`src/hw/rtl/swa_pkg.sv`:
```
package swa_pkg;

    // Defaults for the top-level parameters
    localparam int MAX_WINDOW_DEF  = 64;
    localparam int SAMPLE_BITS_DEF = 16;

    // Window-length register
    localparam int          WIN_LEN_W     = 7;
    localparam logic [6:0]  WIN_LEN_RESET = 7'd8;

    // Divider status, divider -> sequencer
    typedef struct packed {
        logic busy;
        logic done;
    } swa_div_status_t;

endpackage

```
`src/hw/rtl/swa_div.sv`:
```
// Restoring divider, one quotient bit per cycle.
module swa_div
    import swa_pkg::*;
#(
    parameter int NUM_W = 22,
    parameter int DEN_W = 7
)
(
    input  logic                 clk,
    input  logic                 rst_n,
    input  logic                 start,
    input  logic [NUM_W-1:0]     dividend,
    input  logic [DEN_W-1:0]     divisor,
    output logic [NUM_W-1:0]     quotient,
    output swa_div_status_t      status
);

    localparam int CNT_W = $clog2(NUM_W + 1);

    logic [NUM_W-1:0] quo_reg, quo_next;
    logic [DEN_W-1:0] rem_reg, rem_next;
    logic [DEN_W-1:0] den_reg;
    logic [CNT_W-1:0] cnt_reg, cnt_next;
    logic             busy_reg, busy_next;
    logic             done_reg, done_next;

    logic [DEN_W:0]   rem_shift;
    logic [DEN_W+1:0] diff;
    logic             fits;

    // trial subtract of the shifted remainder
    assign rem_shift = {rem_reg, quo_reg[NUM_W-1]};
    assign diff      = {1'b0, rem_shift} - {2'b00, den_reg};
    assign fits      = ~diff[DEN_W+1];

    always_comb
    begin
        quo_next  = quo_reg;
        rem_next  = rem_reg;
        cnt_next  = cnt_reg;
        busy_next = busy_reg;
        done_next = 1'b0;
        if (start)
        begin
            quo_next  = dividend;
            rem_next  = '0;
            cnt_next  = CNT_W'(NUM_W);
            busy_next = 1'b1;
        end
        else if (busy_reg)
        begin
            quo_next = {quo_reg[NUM_W-2:0], fits};
            rem_next = fits ? diff[DEN_W-1:0] : rem_shift[DEN_W-1:0];
            cnt_next = cnt_reg - 1'b1;
            if (cnt_reg == CNT_W'(1))
            begin
                busy_next = 1'b0;
                done_next = 1'b1;
            end
        end
    end

    always_ff @(posedge clk or negedge rst_n)
    begin
        if (!rst_n)
        begin
            cnt_reg  <= '0;
            busy_reg <= 1'b0;
            done_reg <= 1'b0;
        end
        else
        begin
            cnt_reg  <= cnt_next;
            busy_reg <= busy_next;
            done_reg <= done_next;
        end
    end

    always_ff @(posedge clk)
    begin
        quo_reg <= quo_next;
        rem_reg <= rem_next;
        if (start)
        begin
            den_reg <= divisor;
        end
    end

    assign quotient    = quo_reg;
    assign status.busy = busy_reg;
    assign status.done = done_reg;

endmodule

```
`src/hw/rtl/sliding_window_average_unit.sv`:
```
// Sliding-window average: each accepted sample item yields one average item,
// the running sum of the last window_length samples (fewer while the window
// fills) divided by the number held, truncated toward zero. Samples sit in a
// MAX_WINDOW-deep ring memory beside an exact running sum, a write slot and a
// fill count. Writing window_length (0 acts as 1, values above MAX_WINDOW act
// as MAX_WINDOW) restarts the filter; write it only while the block is idle.
// Each item passes through the sequencer states in order: ST_UPDATE updates the
// sum from the ring read, ST_START loads the divider, ST_DIV waits on the
// bit-serial divider, and ST_OUT hands the result to the output register
// before the return to ST_IDLE, which takes the next item. sample_ready is
// low outside ST_IDLE, and stays low longer while the previous average still
// waits unaccepted; a finished average waits in the output register while
// the next sample is taken.
module sliding_window_average_unit
    import swa_pkg::*;
#(
    parameter int MAX_WINDOW  = MAX_WINDOW_DEF,
    parameter int SAMPLE_BITS = SAMPLE_BITS_DEF
)
(
    input  logic                          clk,
    input  logic                          rst_n,
    // window-length register
    input  logic                          window_length_we,
    input  logic [WIN_LEN_W-1:0]          window_length,
    // sample items in
    input  logic                          sample_valid,
    output logic                          sample_ready,
    input  logic signed [SAMPLE_BITS-1:0] sample,
    // average items out
    output logic                          average_valid,
    input  logic                          average_ready,
    output logic signed [SAMPLE_BITS-1:0] average
);

    localparam int SLOT_W = (MAX_WINDOW > 1) ? $clog2(MAX_WINDOW) : 1;
    localparam int CNT_W  = $clog2(MAX_WINDOW + 1);
    // sum of MAX_WINDOW samples fits here exactly
    localparam int TOT_W  = SAMPLE_BITS + $clog2(MAX_WINDOW);

    // sequencer states
    localparam logic [2:0] ST_IDLE   = 3'd0;
    localparam logic [2:0] ST_UPDATE = 3'd1;
    localparam logic [2:0] ST_START  = 3'd2;
    localparam logic [2:0] ST_DIV    = 3'd3;
    localparam logic [2:0] ST_OUT    = 3'd4;

    logic [2:0]                    state_reg, state_next;
    logic [WIN_LEN_W-1:0]          win_len_reg;
    logic [SLOT_W-1:0]             slot_reg, slot_next;
    logic [CNT_W-1:0]              fill_reg, fill_next;
    logic signed [TOT_W-1:0]       total_reg, total_next;
    logic signed [SAMPLE_BITS-1:0] sample_reg;
    logic signed [SAMPLE_BITS-1:0] old_reg;
    logic                          neg_reg;
    logic                          avg_valid_reg, avg_valid_next;
    logic signed [SAMPLE_BITS-1:0] avg_reg;

    // ring memory
    logic [SAMPLE_BITS-1:0]        ring [MAX_WINDOW];

    logic [CNT_W-1:0]              eff_win;
    logic [CNT_W-1:0]              slot_inc;
    logic                          filling;
    logic                          accept;
    logic                          div_start;
    logic [TOT_W-1:0]              total_mag;
    logic [TOT_W-1:0]              quotient;
    logic [TOT_W-1:0]              avg_wide;
    swa_div_status_t               div_status;

    assign accept       = sample_valid && sample_ready;
    assign sample_ready = (state_reg == ST_IDLE);
    assign div_start    = (state_reg == ST_START);

    // clamp the window into 1..MAX_WINDOW
    always_comb
    begin
        if (win_len_reg == '0)
        begin
            eff_win = CNT_W'(1);
        end
        else if (32'(win_len_reg) > 32'(MAX_WINDOW))
        begin
            eff_win = CNT_W'(MAX_WINDOW);
        end
        else
        begin
            eff_win = CNT_W'(win_len_reg);
        end
    end

    assign filling  = (fill_reg < eff_win);
    assign slot_inc = CNT_W'(slot_reg) + CNT_W'(1);

    // magnitude of the sum goes to the unsigned divider
    assign total_mag = total_reg[TOT_W-1] ? TOT_W'(-total_reg) : TOT_W'(total_reg);
    assign avg_wide  = neg_reg ? (~quotient + TOT_W'(1)) : quotient;

    always_comb
    begin
        state_next     = state_reg;
        slot_next      = slot_reg;
        fill_next      = fill_reg;
        total_next     = total_reg;
        avg_valid_next = avg_valid_reg;
        if (avg_valid_reg && average_ready)
        begin
            avg_valid_next = 1'b0;
        end
        case (state_reg)
            ST_IDLE:
            begin
                if (accept)
                begin
                    state_next = ST_UPDATE;
                end
            end
            ST_UPDATE:
            begin
                // oldest sample leaves only once the window is full
                if (filling)
                begin
                    total_next = total_reg + TOT_W'(sample_reg);
                    fill_next  = fill_reg + CNT_W'(1);
                end
                else
                begin
                    total_next = total_reg + TOT_W'(sample_reg) - TOT_W'(old_reg);
                end
                slot_next  = (slot_inc == eff_win) ? '0 : SLOT_W'(slot_inc);
                state_next = ST_START;
            end
            ST_START:
            begin
                state_next = ST_DIV;
            end
            ST_DIV:
            begin
                if (div_status.done)
                begin
                    state_next = ST_OUT;
                end
            end
            ST_OUT:
            begin
                // wait for the output register to be free
                if (!avg_valid_reg || average_ready)
                begin
                    avg_valid_next = 1'b1;
                    state_next     = ST_IDLE;
                end
            end
            default:
            begin
                state_next = ST_IDLE;
            end
        endcase
        if (window_length_we)
        begin
            slot_next  = '0;
            fill_next  = '0;
            total_next = '0;
        end
    end

    always_ff @(posedge clk or negedge rst_n)
    begin
        if (!rst_n)
        begin
            state_reg     <= ST_IDLE;
            win_len_reg   <= WIN_LEN_RESET;
            slot_reg      <= '0;
            fill_reg      <= '0;
            total_reg     <= '0;
            avg_valid_reg <= 1'b0;
        end
        else
        begin
            state_reg     <= state_next;
            slot_reg      <= slot_next;
            fill_reg      <= fill_next;
            total_reg     <= total_next;
            avg_valid_reg <= avg_valid_next;
            if (window_length_we)
            begin
                win_len_reg <= window_length;
            end
        end
    end

    // payload registers and ring memory
    always_ff @(posedge clk)
    begin
        if (accept)
        begin
            sample_reg <= sample;
            old_reg    <= ring[slot_reg];
        end
        if (state_reg == ST_UPDATE)
        begin
            ring[slot_reg] <= sample_reg;
        end
        if (div_start)
        begin
            neg_reg <= total_reg[TOT_W-1];
        end
        if ((state_reg == ST_OUT) && (!avg_valid_reg || average_ready))
        begin
            avg_reg <= avg_wide[SAMPLE_BITS-1:0];
        end
    end

    swa_div #(
        .NUM_W (TOT_W),
        .DEN_W (CNT_W)
    ) u_div (
        .clk      (clk),
        .rst_n    (rst_n),
        .start    (div_start),
        .dividend (total_mag),
        .divisor  (fill_reg),
        .quotient (quotient),
        .status   (div_status)
    );

    assign average_valid = avg_valid_reg;
    assign average       = avg_reg;

endmodule

```
`config.mk`:
```
export PLATFORM = sky130hd
export DESIGN_NAME = sliding_window_average_unit
export DESIGN_NICKNAME = d
export VERILOG_FILES = /design/src/hw/rtl/swa_pkg.sv /design/src/hw/rtl/swa_div.sv /design/src/hw/rtl/sliding_window_average_unit.sv
export SDC_FILE = /design/constraint.sdc
export NUM_CORES = 1
export LEC_CHECK = 0
export ABC_AREA = 1
export CORE_AREA = 4 4 294 412
export DETAILED_ROUTE_END_ITERATION = 8
export DIE_AREA = 0 0 298 416
export DONT_BUFFER_PORTS = 1
export PLACE_DENSITY = 0.55
export SETUP_SLACK_MARGIN = 0.2
export SYNTH_ARGS = -nofsm -noshare
export SYNTH_HDL_FRONTEND = slang
export SYNTH_SLANG_ARGS = --single-unit
export TNS_END_PERCENT = 5
```
`constraint.sdc`:
```
create_clock -name clk -period 9.75 [get_ports clk]
set_input_delay 2.4375 -clock clk [delete_from_list [all_inputs] [get_ports clk]]
set_output_delay 2.4375 -clock clk [all_outputs]
set_load 0.01 [all_outputs]
```
* Word level (Yosys, flattened, before mapping)
Memories as Yosys holds them, arrays and structs flattened. A register that Yosys moved wholly into a read port is not among the register bits.
Index checks and enable logic that the tools add are counted.
** Cells by class
- Muxes and demuxes :: 33
- Order comparisons :: 2
- $add $sub $neg :: 8
- Reduce and logical (&&, ||, !) cells :: 12
- Eq/ne operators :: 9
- Shift operators :: 0
- Multiply operators :: 0
- Div/mod/pow operators :: 0
- Bitwise logic cells :: 2
** Operators by type and width (count)
- 2-to-1 mux 22 bit :: 6
- 2-to-1 mux 7 bit :: 6
- adder 22 x 16 -> 22 bit :: 1
- negator 22 bit :: 1
- subtractor 22 x 16 -> 22 bit :: 1
- 2-to-1 mux 6 bit :: 3
- adder 16 x 1 -> 16 bit (second input constant) :: 1
- 2-to-1 mux 16 bit :: 1
- inverter 16 bit :: 1
- one-hot mux 3 bit (5 select lines) :: 1
- 2-to-1 mux 1 bit :: 11
- 2-to-1 mux 5 bit :: 2
- 2-to-1 mux 3 bit :: 3
- subtractor 8 x 7 -> 9 bit :: 1
- adder 6 x 1 -> 7 bit (second input constant) :: 1
- adder 7 x 1 -> 7 bit (second input constant) :: 1
- == test 7 bit :: 1
- greater-than comparator 7 bit (second input constant) :: 1
- zero test 7 bit :: 1
- < comparator 7 bit :: 1
- == test 3 x 2 -> 1 bit (second input constant) :: 2
- nonzero test 2 bit :: 3
- == test 5 x 1 -> 1 bit (second input constant) :: 1
- subtractor 5 x 1 -> 5 bit (second input constant) :: 1
- other kinds (11) :: 14
** Storage, ports and cells
- Output and inout port bits :: 18
- Input bits :: 28
- Memories :: 1
- Memory bits (read-only) :: 0
- Bits in registers :: 122
- Bits in latches :: 0
- RAM bits :: 1024
** Memories
- ring :: words 64, bits a word 16, rd ports 1, clocked after memory_dff 1, write ports 1, line sliding_window_average_unit.sv:60 : logic [SAMPLE_BITS-1:0] ring [MAX_WINDOW];

* Longest topological paths before layout
Gate-level depths: netlist (run 1).
- Depth after elaboration :: 7
- Mapped depth :: 29
- Depth with buffers taken out :: 29

* Modules after synthesis
Synthesis (run 1) repeated with hierarchy kept, for this count alone.
** Unflattened totals
- Cells, all modules :: 3898
- Area, all modules :: 47755.8 µm²
** Modules (own cells, without submodules)
- sliding_window_average_unit :: instances 1, cells each 3648, seq. area each 33373.3 µm², area an instance 45580.0 µm²
- swa_div :: instances 1, cells each 250, seq. area each 1186.1 µm², area an instance 2175.8 µm²

* Least setup slack after synthesis (run 1)
No wires, ideal clock.
- Kind :: input to register
- From :: in sample_valid
- To :: reg old_reg[0], read port of ring (enable)
- Library setup time :: 461 ps
- Path buffers :: 0
- Cell stages on the path :: 2
- Required time :: 9289 ps
- Setup slack :: 4592 ps
- Arrival time :: 4697 ps
- Cells stage by stage :: inv_1 -> nor3_1
** Between the ends
- Longest elaborated chain between the ends :: 1
** Ends and longest elaborated chain
- from (decl) :: line sliding_window_average_unit.sv:27 : input logic sample_valid,
- logical AND 1 bit :: line sliding_window_average_unit.sv:72 : assign accept = sample_valid && sample_ready;
- via accept :: line sliding_window_average_unit.sv:65 : logic accept;
- to (decl) :: line sliding_window_average_unit.sv:54 : logic signed [SAMPLE_BITS-1:0] old_reg;
The timed path passes the listed nets, and every way through them passes these cells.
A chain may end at the register's enable or synchronous reset.

* Worst setup path after layout (run 1)
- From :: reg sample_reg[0]
- To :: reg total_reg[21]
** Between the ends
- Longest elaborated chain between the ends :: 5
** Ends and longest elaborated chain
- from (decl) :: line sliding_window_average_unit.sv:53 : logic signed [SAMPLE_BITS-1:0] sample_reg;
- from (signal assigned) :: line sliding_window_average_unit.sv:197 : sample_reg <= sample;
- adder 22 x 16 -> 22 bit * :: line sliding_window_average_unit.sv:124, sliding_window_average_unit.sv:129
- subtractor 22 x 16 -> 22 bit :: line sliding_window_average_unit.sv:129 : total_next = total_reg + TOT_W'(sample_reg) - TOT_W'(old_reg);
- 2-to-1 mux 22 bit * :: line sliding_window_average_unit.sv:122 : if (filling)
- 2-to-1 mux 22 bit * :: line sliding_window_average_unit.sv:111 : case (state_reg)
- 2-to-1 mux 22 bit * :: line sliding_window_average_unit.sv:159 : if (window_length_we)
- to (signal assigned) :: line sliding_window_average_unit.sv:183 : total_reg <= total_next;
- to (decl) :: line sliding_window_average_unit.sv:52 : logic signed [TOT_W-1:0] total_reg, total_next;
Every way passes the cells marked *; elsewhere a longest branch is shown, timed or not. The select of a mux whose other input is x is not followed.

==> flow_summary_export.csv, run 1 <==
group,metric,value,unit
route,via_per_inst,5.47,
global_routing,grt_max_degree,91,
timing,final.setup.tns,0,ps
hold_path,hp-class,"reg2reg",
die,fp-row-count,149,
clock_tree,cts_buffers,107,
power,p_int,8.93,mW
synthesis,synth_seq_cells,1162,
route,post_drt_wl_per_cell,25.3,um
timing,post-route-period-util,42.7,%
global_routing,grt-ovfl-total,0,
clock_tree,cts_root_buffer,"clkbuf_16",
clock_tree,post_cts_buffers,0,
clock_tree,clockBufferDepth,3,
route,route.detailed.drc,0,
synthesis,synth_cell_type_count,55,
die,die_h,416,um
setup_path,worstSetupStartpointType,"register",
power,seqPwrFrac,44.8,%
timing,tightest_slew,1220,ps
clock_tree,cts_resized,0,
synthesis,synthesis.nets,4002,
die,initial_core_util,40.7,%
synthesis,synth_top_area_share,69.1,%
setup_path,cp_common_cell,"nand2_1",
setup_path,end_kind,"register",
die,io_pins,46,
power,p_per_area,250,nW/um^2
synthesis,yosys.area.top_type,"edfxtp_1",
power,pwr-share-clk,30.4,%
place,dp_hpwl,84.3,mm
power,p_sw,4.38,mW
timing,finalClockSkew,20.6,ps
place,gp_congestion,0.928,
power,power_frac_comb,24.8,%
timing,slew_violations,0,
global_routing,grtUsageTotal,22.3,%
layout,largest_reg_flops,1024,
timing,finalHoldViolCount,0,
synthesis,yosysWarnings,0,
run_status,outcome,"completed",
die,die_x,298,um
clock_tree,cts_tree,"done",
setup_path,max_stage_delay,550,ps
run,cap_violations,0,
synthesis,synth-seq-area-share,72.2,%
synthesis,synth_cells,3910,
route,drt_iter0_markers,2991,
setup_path,path_max_fanout,65,
setup_path,critPathKind,"reg2reg",
die,dieArea,124000,um^2
layout,layout-drive-gt1-share,7.97,%
layout,layout.nets,4066,
synthesis,synth_area_leaders,"edfxtp_1 (69%), nand2_1 (9.3%), dfrtp_1 (2.7%)",
clock_tree,clock_latency,720,ps
timing,timing.final.crit_period,4160,ps
die,coreArea,117000,um^2
route,wl,141,mm
global_routing,first_global_vias,29400,
timing,fmax,240,MHz
synthesis,synth.avg_cell_area,12.2,um^2
clock_tree,clkSlewWorstSetupHoldPaths,70,ps
power,p_sw_share,32.9,%
power,ir_drop,0.000137,V
timing,hold_ws,454,ps
timing,slew_headroom,18.4,%
setup_path,cp.arrival,4770,ps
route,routed-via-count,30500,
place,dp_worst_setup_slack,5660,ps
setup_path,required,10360,ps
clock_tree,htreeDepth,3,
route,ant_nets,0,
clock_tree,clock_sink_count,1162,
global_routing,antenna_found_initial,4,
clock_tree,hold_buffers,0,
setup_path,slowest_stage,"buf_4",
layout,area_growth,11.4,%
place,io_buffers,0,
timing,setup_slack,5590,ps
route,drt_pre_antenna_iters,8,
synthesis,syn_area,47900,um^2
timing,rsz0062_at_grt,"no",
power,p_leak,19.2,nW
timing,setup_viol,0,
global_routing,grt_pass1_wl,203,mm
-- worst paths after layout --
check | cells after the start | endpoint | start | slack [ps]
min reg2reg | 0 | average[0] | u_div.quotient[0] | 450
min | 0 | average[0] | u_div.quotient[0] | 450
max reg2reg | 30 | total_reg[21] | sample_reg[0] | 5590
min in group asynchronous | 0 | fill_reg[6] | rst_n | 1410
max in group asynchronous | 0 | win_len_reg[3] | rst_n | 8160
max | 30 | total_reg[21] | sample_reg[0] | 5590
-- power groups by stage --
stage               combinational [mW]  sequential, mW  clock, mW
finish                            3.31            5.96       4.04
floorplan                         2.13            6.04          0
detailed placement                3.30            6.06          0
global route                      3.65            5.97       4.31
global placement                  3.30            6.06          0
CTS                               3.32            5.96       4.12
-- Yosys cell counts, drive strengths merged --
master / count
dfstp: 1
nor3: 22
a31oi: 5
inv: 314
clkbuf: 56
o2111ai: 50
xor2: 50
nor4: 3
fa: 3
o21bai: 9
ha: 61
o21a: 1
dfxtp: 7
a221oi: 37
o31ai: 3
o2111a: 3
nand4: 106
nand3b: 16
clkinv: 1
nor2: 211
a21o: 1
o41ai: 2
o21ai: 176
and2: 1
xnor2: 19
a211oi: 5
o211ai: 14
a21oi: 71
o22ai: 1
a22oi: 80
or2: 10
a22o: 6
nand2: 1194
o2bb2ai: 2
and3: 1
buf: 78
nand3: 131
edfxtp: 1102
dfrtp: 52
o221ai: 5
-- cell usage in the layout (no fill, tap or decap), drive strengths merged, types with 61 or more instances in the layout --
| master | count |
|---|---|
| buf | 89 |
| nand2 | 1194 |
| a22oi | 80 |
| edfxtp | 1102 |
| nand4 | 106 |
| inv | 320 |
| o21ai | 176 |
| a21oi | 71 |
| clkbuf | 136 |
| nor2 | 211 |
| nand3 | 131 |
| ha | 61 |
-- stage by stage --
step | cells | utilization [%] | power, mW | cell area [um^2]
detailed placement | 5375 | 42.6 | 9.37 | 50000
global route | 5574 | 45.4 | 13.9 | 53300
CTS | 5573 | 45.4 | 13.4 | 53300
floorplan | 3910 | - | 8.17 | 47900
global placement | 5375 | 42.6 | 9.36 | 50000
finish | 5576 | 45.4 | 13.3 | 53300
-- cell type report --
class                   instances  area [um^2]
fillers                     10700        64100
clock inverters                62          473
repair buffers                 89          706
flip-flops and latches       1162        34600
well taps                    1510         1890
multi-input cells            2299        11600
clock buffers                 136         2850
inverters                     315         1200
diodes                          3         7.51
-- worst max-delay path, delay by kind of cell, from the launching register on --
family / cells / cell delay [ps]
adder cells (fa/ha/maj): 3 / 1020
buffers and inverters: 5 / 820
flip-flops: 1 / 330
AND/OR/NAND/NOR: 22 / 1860
-- kinds of logic after synthesis --
family                   synth area share (%)
adder cells (fa/ha/maj)                  1.72
XOR/XNOR                                 1.28
AO/OA/AOI/OAI                            6.41
AND/OR/NAND/NOR                          14.6
buffers and inverters                    3.79
flip-flops                               72.2
-- metal layers --
metal,routed length (um),track usage [%],vias up,part of all wire (%)
met5,12,0,-,0.0085
met4,5630,8.99,2,4.0
met3,8060,2.43,223,5.7
met2,72600,40.0,1022,51
met1,54700,27.6,15300,39
li1,-,-,13900,-
Note: power is estimated with default switching activity, not from simulation.
==> run 2, diff against run 1 <==
--- a/config.mk
+++ b/config.mk
@@ -5,10 +5,10 @@
 export SDC_FILE = /design/constraint.sdc
 export NUM_CORES = 1
 export LEC_CHECK = 0
-export ABC_AREA = 1
-export CORE_AREA = 4 4 294 412
+export ABC_AREA = 0
+export CORE_AREA = 4 4 293 410
 export DETAILED_ROUTE_END_ITERATION = 8
-export DIE_AREA = 0 0 298 416
+export DIE_AREA = 0 0 297 414
 export DONT_BUFFER_PORTS = 1
 export PLACE_DENSITY = 0.55
 export SETUP_SLACK_MARGIN = 0.2
==> constraint.sdc (replaced) <==
create_clock -name clk -period 4.2 [get_ports clk]
set_input_delay 1.05 -clock clk [delete_from_list [all_inputs] [get_ports clk]]
set_output_delay 1.05 -clock clk [all_outputs]
set_load 0.01 [all_outputs]
==> run 2 against run 1 <==
The flow now finishes with violations (negative setup slack). Synthesized cell count shrank 22%. Wire length is 7.1% higher. First-iteration DRC count is 0.87% higher. Sequential cell count stayed put. Combinational power increased by 10%. Setup slack got worse by 6000 ps. Power increased by 100%. Final area grew 3.8%. Via count decreased by 3.6%. Count of clock-buffer cells in the layout shrank 9. Critical endpoint unchanged. Highest routed layer unchanged.
==> flow_summary_export.csv, run 2 <==
group,metric,value,unit
run_status,outcome,"finished, violations left",
run_status,violations,"negative setup slack",
layout,layout-drive-gt1-share,20.4,%
die,initial_core_util,40.9,%
run,cap_violations,0,
synthesis,synth_most_common_cell,"edfxtp_1",
setup_path,endpoint,"total_reg[21]",
die,dieArea,123000,um^2
global_routing,grt_busiest_layer,"met2",
global_routing,grt-ovfl-total,0,
setup_path,reg2regPathDepth,21,
power,p_int,19.9,mW
setup_path,cp.arrival,5240,ps
setup_path,critPathLaunch,"sample_reg[0]",
clock_tree,cts_root_buffer,"clkbuf_16",
synthesis,synth_top_area_share,69.8,%
clock_tree,clkSlewWorstSetupHoldPaths,70,ps
place,io_buffers,0,
clock_tree,cts_buffers,107,
synthesis,synth_edf_count,1102,
power,p_per_area,482,nW/um^2
power,p_leak,18.5,nW
synthesis,ys_async_sr_fraction,4.56,%
global_routing,grtUsageTotal,24.1,%
route,drt_iter0_markers,3017,
synthesis,yosysWarnings,0,
route,post_drt_wl_per_cell,30.6,um
setup_path,end_kind,"register",
setup_path,r2r_slack,-420,ps
place,placed_cell_area,51600,um^2
synthesis,syn_area,47400,um^2
setup_path,slowest_stage,"or4_4",
synthesis,synth_cell_type_count,73,
power,p_sw_share,25.3,%
timing,rsz0062_at_grt,"yes",
layout,regArea,34600,um^2
die,io_pins,46,
timing,finalClockSkew,17.6,ps
synthesis,synth_area_leaders,"edfxtp_1 (70%), dfrtp_1 (2.7%), a22oi_1 (2.7%)",
die,die_x,297,um
synthesis,synth_seq_cells,1162,
route,drt_pre_antenna_iters,6,
die,coreArea,116000,um^2
synthesis,synth_cells,3054,
global_routing,use_met1,28.9,%
global_routing,grt_max_degree,65,
power,power_frac_comb,13.7,%
clock_tree,cts_tree,"done",
setup_path,cpLargestDelayFamily,"simple AND/OR/NAND/NOR gates",
timing,post-route-period-util,110,%
global_routing,first_global_vias,29700,
timing,fmax,216,MHz
power,finalPower,26.7,mW
layout,mostFrequentLayoutCells,"edfxtp_1 (1102), buf_4 (332), nor2_1 (200)",
clock_tree,clock_sink_count,1162,
timing,tightest_slew,1120,ps
synthesis,yosys.area.top_type,"edfxtp_1",
power,pwr-share-clk,36.9,%
clock_tree,htreeDepth,3,
route,ant_nets,0,
layout,layout_commonest_cell,"edfxtp_1",
layout,multi_input_area,12300,um^2
setup_path,worstPathCellList,"ha_2, inv_2, fa_2, nor2b_1, o21a_1, o21ai_2, a21oi_2, o311ai_1, a21boi_1, or3_4, and2_4, ha_4, nand2_4, or3_4, or2_4, nand3_2, o221ai_2, or4_4, a2111oi_4, o21ai_1, o31ai_1",
route,route.detailed.drc,0,
layout,largest_reg_flops,1024,
setup_path,cp_num_cells,21,
layout,area_growth,16.7,%
setup_path,reg2reg_from,"sample_reg[0]",
layout,fillers,9859,
clock_tree,clock_latency,710,ps
global_routing,grt_pass1_wl,216,mm
power,p_sw,6.74,mW
setup_path,cp_common_cell,"or3_4",
timing,setup_viol,4,
setup_path,required,4810,ps
global_routing,antenna_found_initial,8,
synthesis,synth_common_cells,"edfxtp_1 (1102), nor2_1 (209), a22oi_1 (168), nand2_1 (147), a21oi_1 (143)",
setup_path,critPathKind,"reg2reg",
die,fp-row-count,148,
synthesis,synthesis.nets,3146,
synthesis,synth.avg_cell_area,15.5,um^2
place,dp_hpwl,98.3,mm
layout,layout.nets,3435,
setup_path,max_stage_delay,570,ps
timing,slew_headroom,25.4,%
place,gp_congestion,0.903,
setup_path,path_buf_inv,1,
timing,finalHoldViolCount,0,
global_routing,gr-usage-met2,42.0,%
power,ir_drop,0.000346,V
die,die_h,414,um
layout,stdcell_area,55400,um^2
global_routing,use_met3,3.30,%
power,seqPwrFrac,49.4,%
synthesis,synth-seq-area-share,72.8,%
setup_path,worstSetupStartpointType,"register",
hold_path,hp-class,"in2async",
timing,slew_violations,0,
timing,timing.final.crit_period,4620,ps
route,via_per_inst,5.97,
synthesis,yosys_most_used_dff,"edfxtp_1",
route,wl,151,mm
timing,setup_slack,-425,ps
setup_path,path_max_fanout,3,
route,routed-via-count,29400,
setup_path,r2r-end,"total_reg[21]",
clock_tree,clockBufferDepth,3,
## run 2: changes by cell type after synthesis, sizes merged, moves of 72 or more
cell / previous run / this run
nand2: 1194 / 147
inv: 314 / 51
nand3: 131 / 16
mux2i: 0 / 91
nand4: 106 / 16
a22oi: 80 / 168
mux2: 0 / 84
a21oi: 71 / 143
## run 2: final cells by class
| type | count | share of cell area (%) |
|---|---|---|
| antenna | 1 | 0.00452 |
| clock buffer | 127 | 5.09 |
| clock inverter | 71 | 1.26 |
| inverter | 53 | 0.359 |
| multi-input combinational | 1666 | 22.2 |
| sequential | 1162 | 62.4 |
| tap | 1500 | 3.39 |
| timing repair buffer | 353 | 5.24 |
## run 2: worst register-to-register path: stages (launching register included)
cell and delay, ps:
edfxtp_1 410, ha_2 210, inv_2 60, fa_2 190
nor2b_1 50, o21a_1 200, o21ai_2 220, a21oi_2 110
o311ai_1 250, a21boi_1 130, or3_4 390, and2_4 160
ha_4 290, nand2_4 50, or3_4 330, or2_4 260
nand3_2 70, o221ai_2 90, or4_4 570, a2111oi_4 340
o21ai_1 100, o31ai_1 70
## run 2: repair_timing
action | in CTS | in global routing
hold buffers | 1 | 0
endpoints found under the hold margin | 7 | 0
pin swaps | 27 | 17
buffers inserted | 6 | 3
endpoints found under the setup margin | 10 | 13
gates resized for setup | 21 | 11
## run 2: logic make-up (layout without fill, tap and decap cells)
| logic type | count (synthesis) | in the layout | share of synthesized area, % |
|---|---|---|---|
| adder cells (fa/ha/maj) | 64 | 64 | 1.74 |
| AND/OR/NAND/NOR | 523 | 523 | 4.99 |
| AO/OA/AOI/OAI | 785 | 785 | 11.5 |
| multiplexers | 209 | 209 | 5.53 |
| XOR/XNOR | 85 | 85 | 1.57 |
| buffers and inverters | 226 | 604 | 1.80 |
| other | 0 | 1 | 0 |
| flip-flops | 1162 | 1162 | 72.8 |
## run 2: worst min path at each step
stage                startpoint          endpoint  depth (start not counted)
3_5_place_dp   u_div.rem_reg[6]  u_div.rem_reg[6]                          2
6_report                  rst_n     total_reg[10]                          0
5_1_grt                   rst_n      total_reg[4]                          0
2_1_floorplan  u_div.rem_reg[4]  u_div.rem_reg[4]                          2
3_3_place_gp   u_div.rem_reg[6]  u_div.rem_reg[6]                          2
4_1_cts                   rst_n      total_reg[7]                          0
## run 2: stage by stage
step                      std cells  hold slack (ps)  setup TNS (ps)  worst slack, ps  util [%]
after global routing           4933             30.3           -2160             -606      47.7
after CTS                      4929             2.04            -923             -473      47.6
after detailed placement       4724              474           -1700             -566      44.5
final                          4933             47.6            -882             -425      47.7
after floorplan                3054              446           -3140             -863         -
after global placement         4724              460           -1900             -597      44.5
## run 2: power groups by stage
stage / Sequential, mW / Clock, mW / Combinational [mW]
floorplan: 13.3 / 0 / 2.18
global placement: 13.4 / 0 / 3.50
detailed placement: 13.4 / 0 / 3.56
CTS: 13.2 / 10.0 / 3.62
global route: 13.2 / 10.5 / 3.96
finish: 13.2 / 9.85 / 3.64
## run 2: metal layers
| layer | routed length, um | share of wire [%] | up-vias |
|---|---|---|---|
| li1 | - | - | 12700 |
| met1 | 56200 | 37 | 15200 |
| met2 | 76300 | 51 | 1244 |
| met3 | 9370 | 6.2 | 299 |
| met4 | 9160 | 6.1 | 2 |
| met5 | 11 | 0.0073 | - |
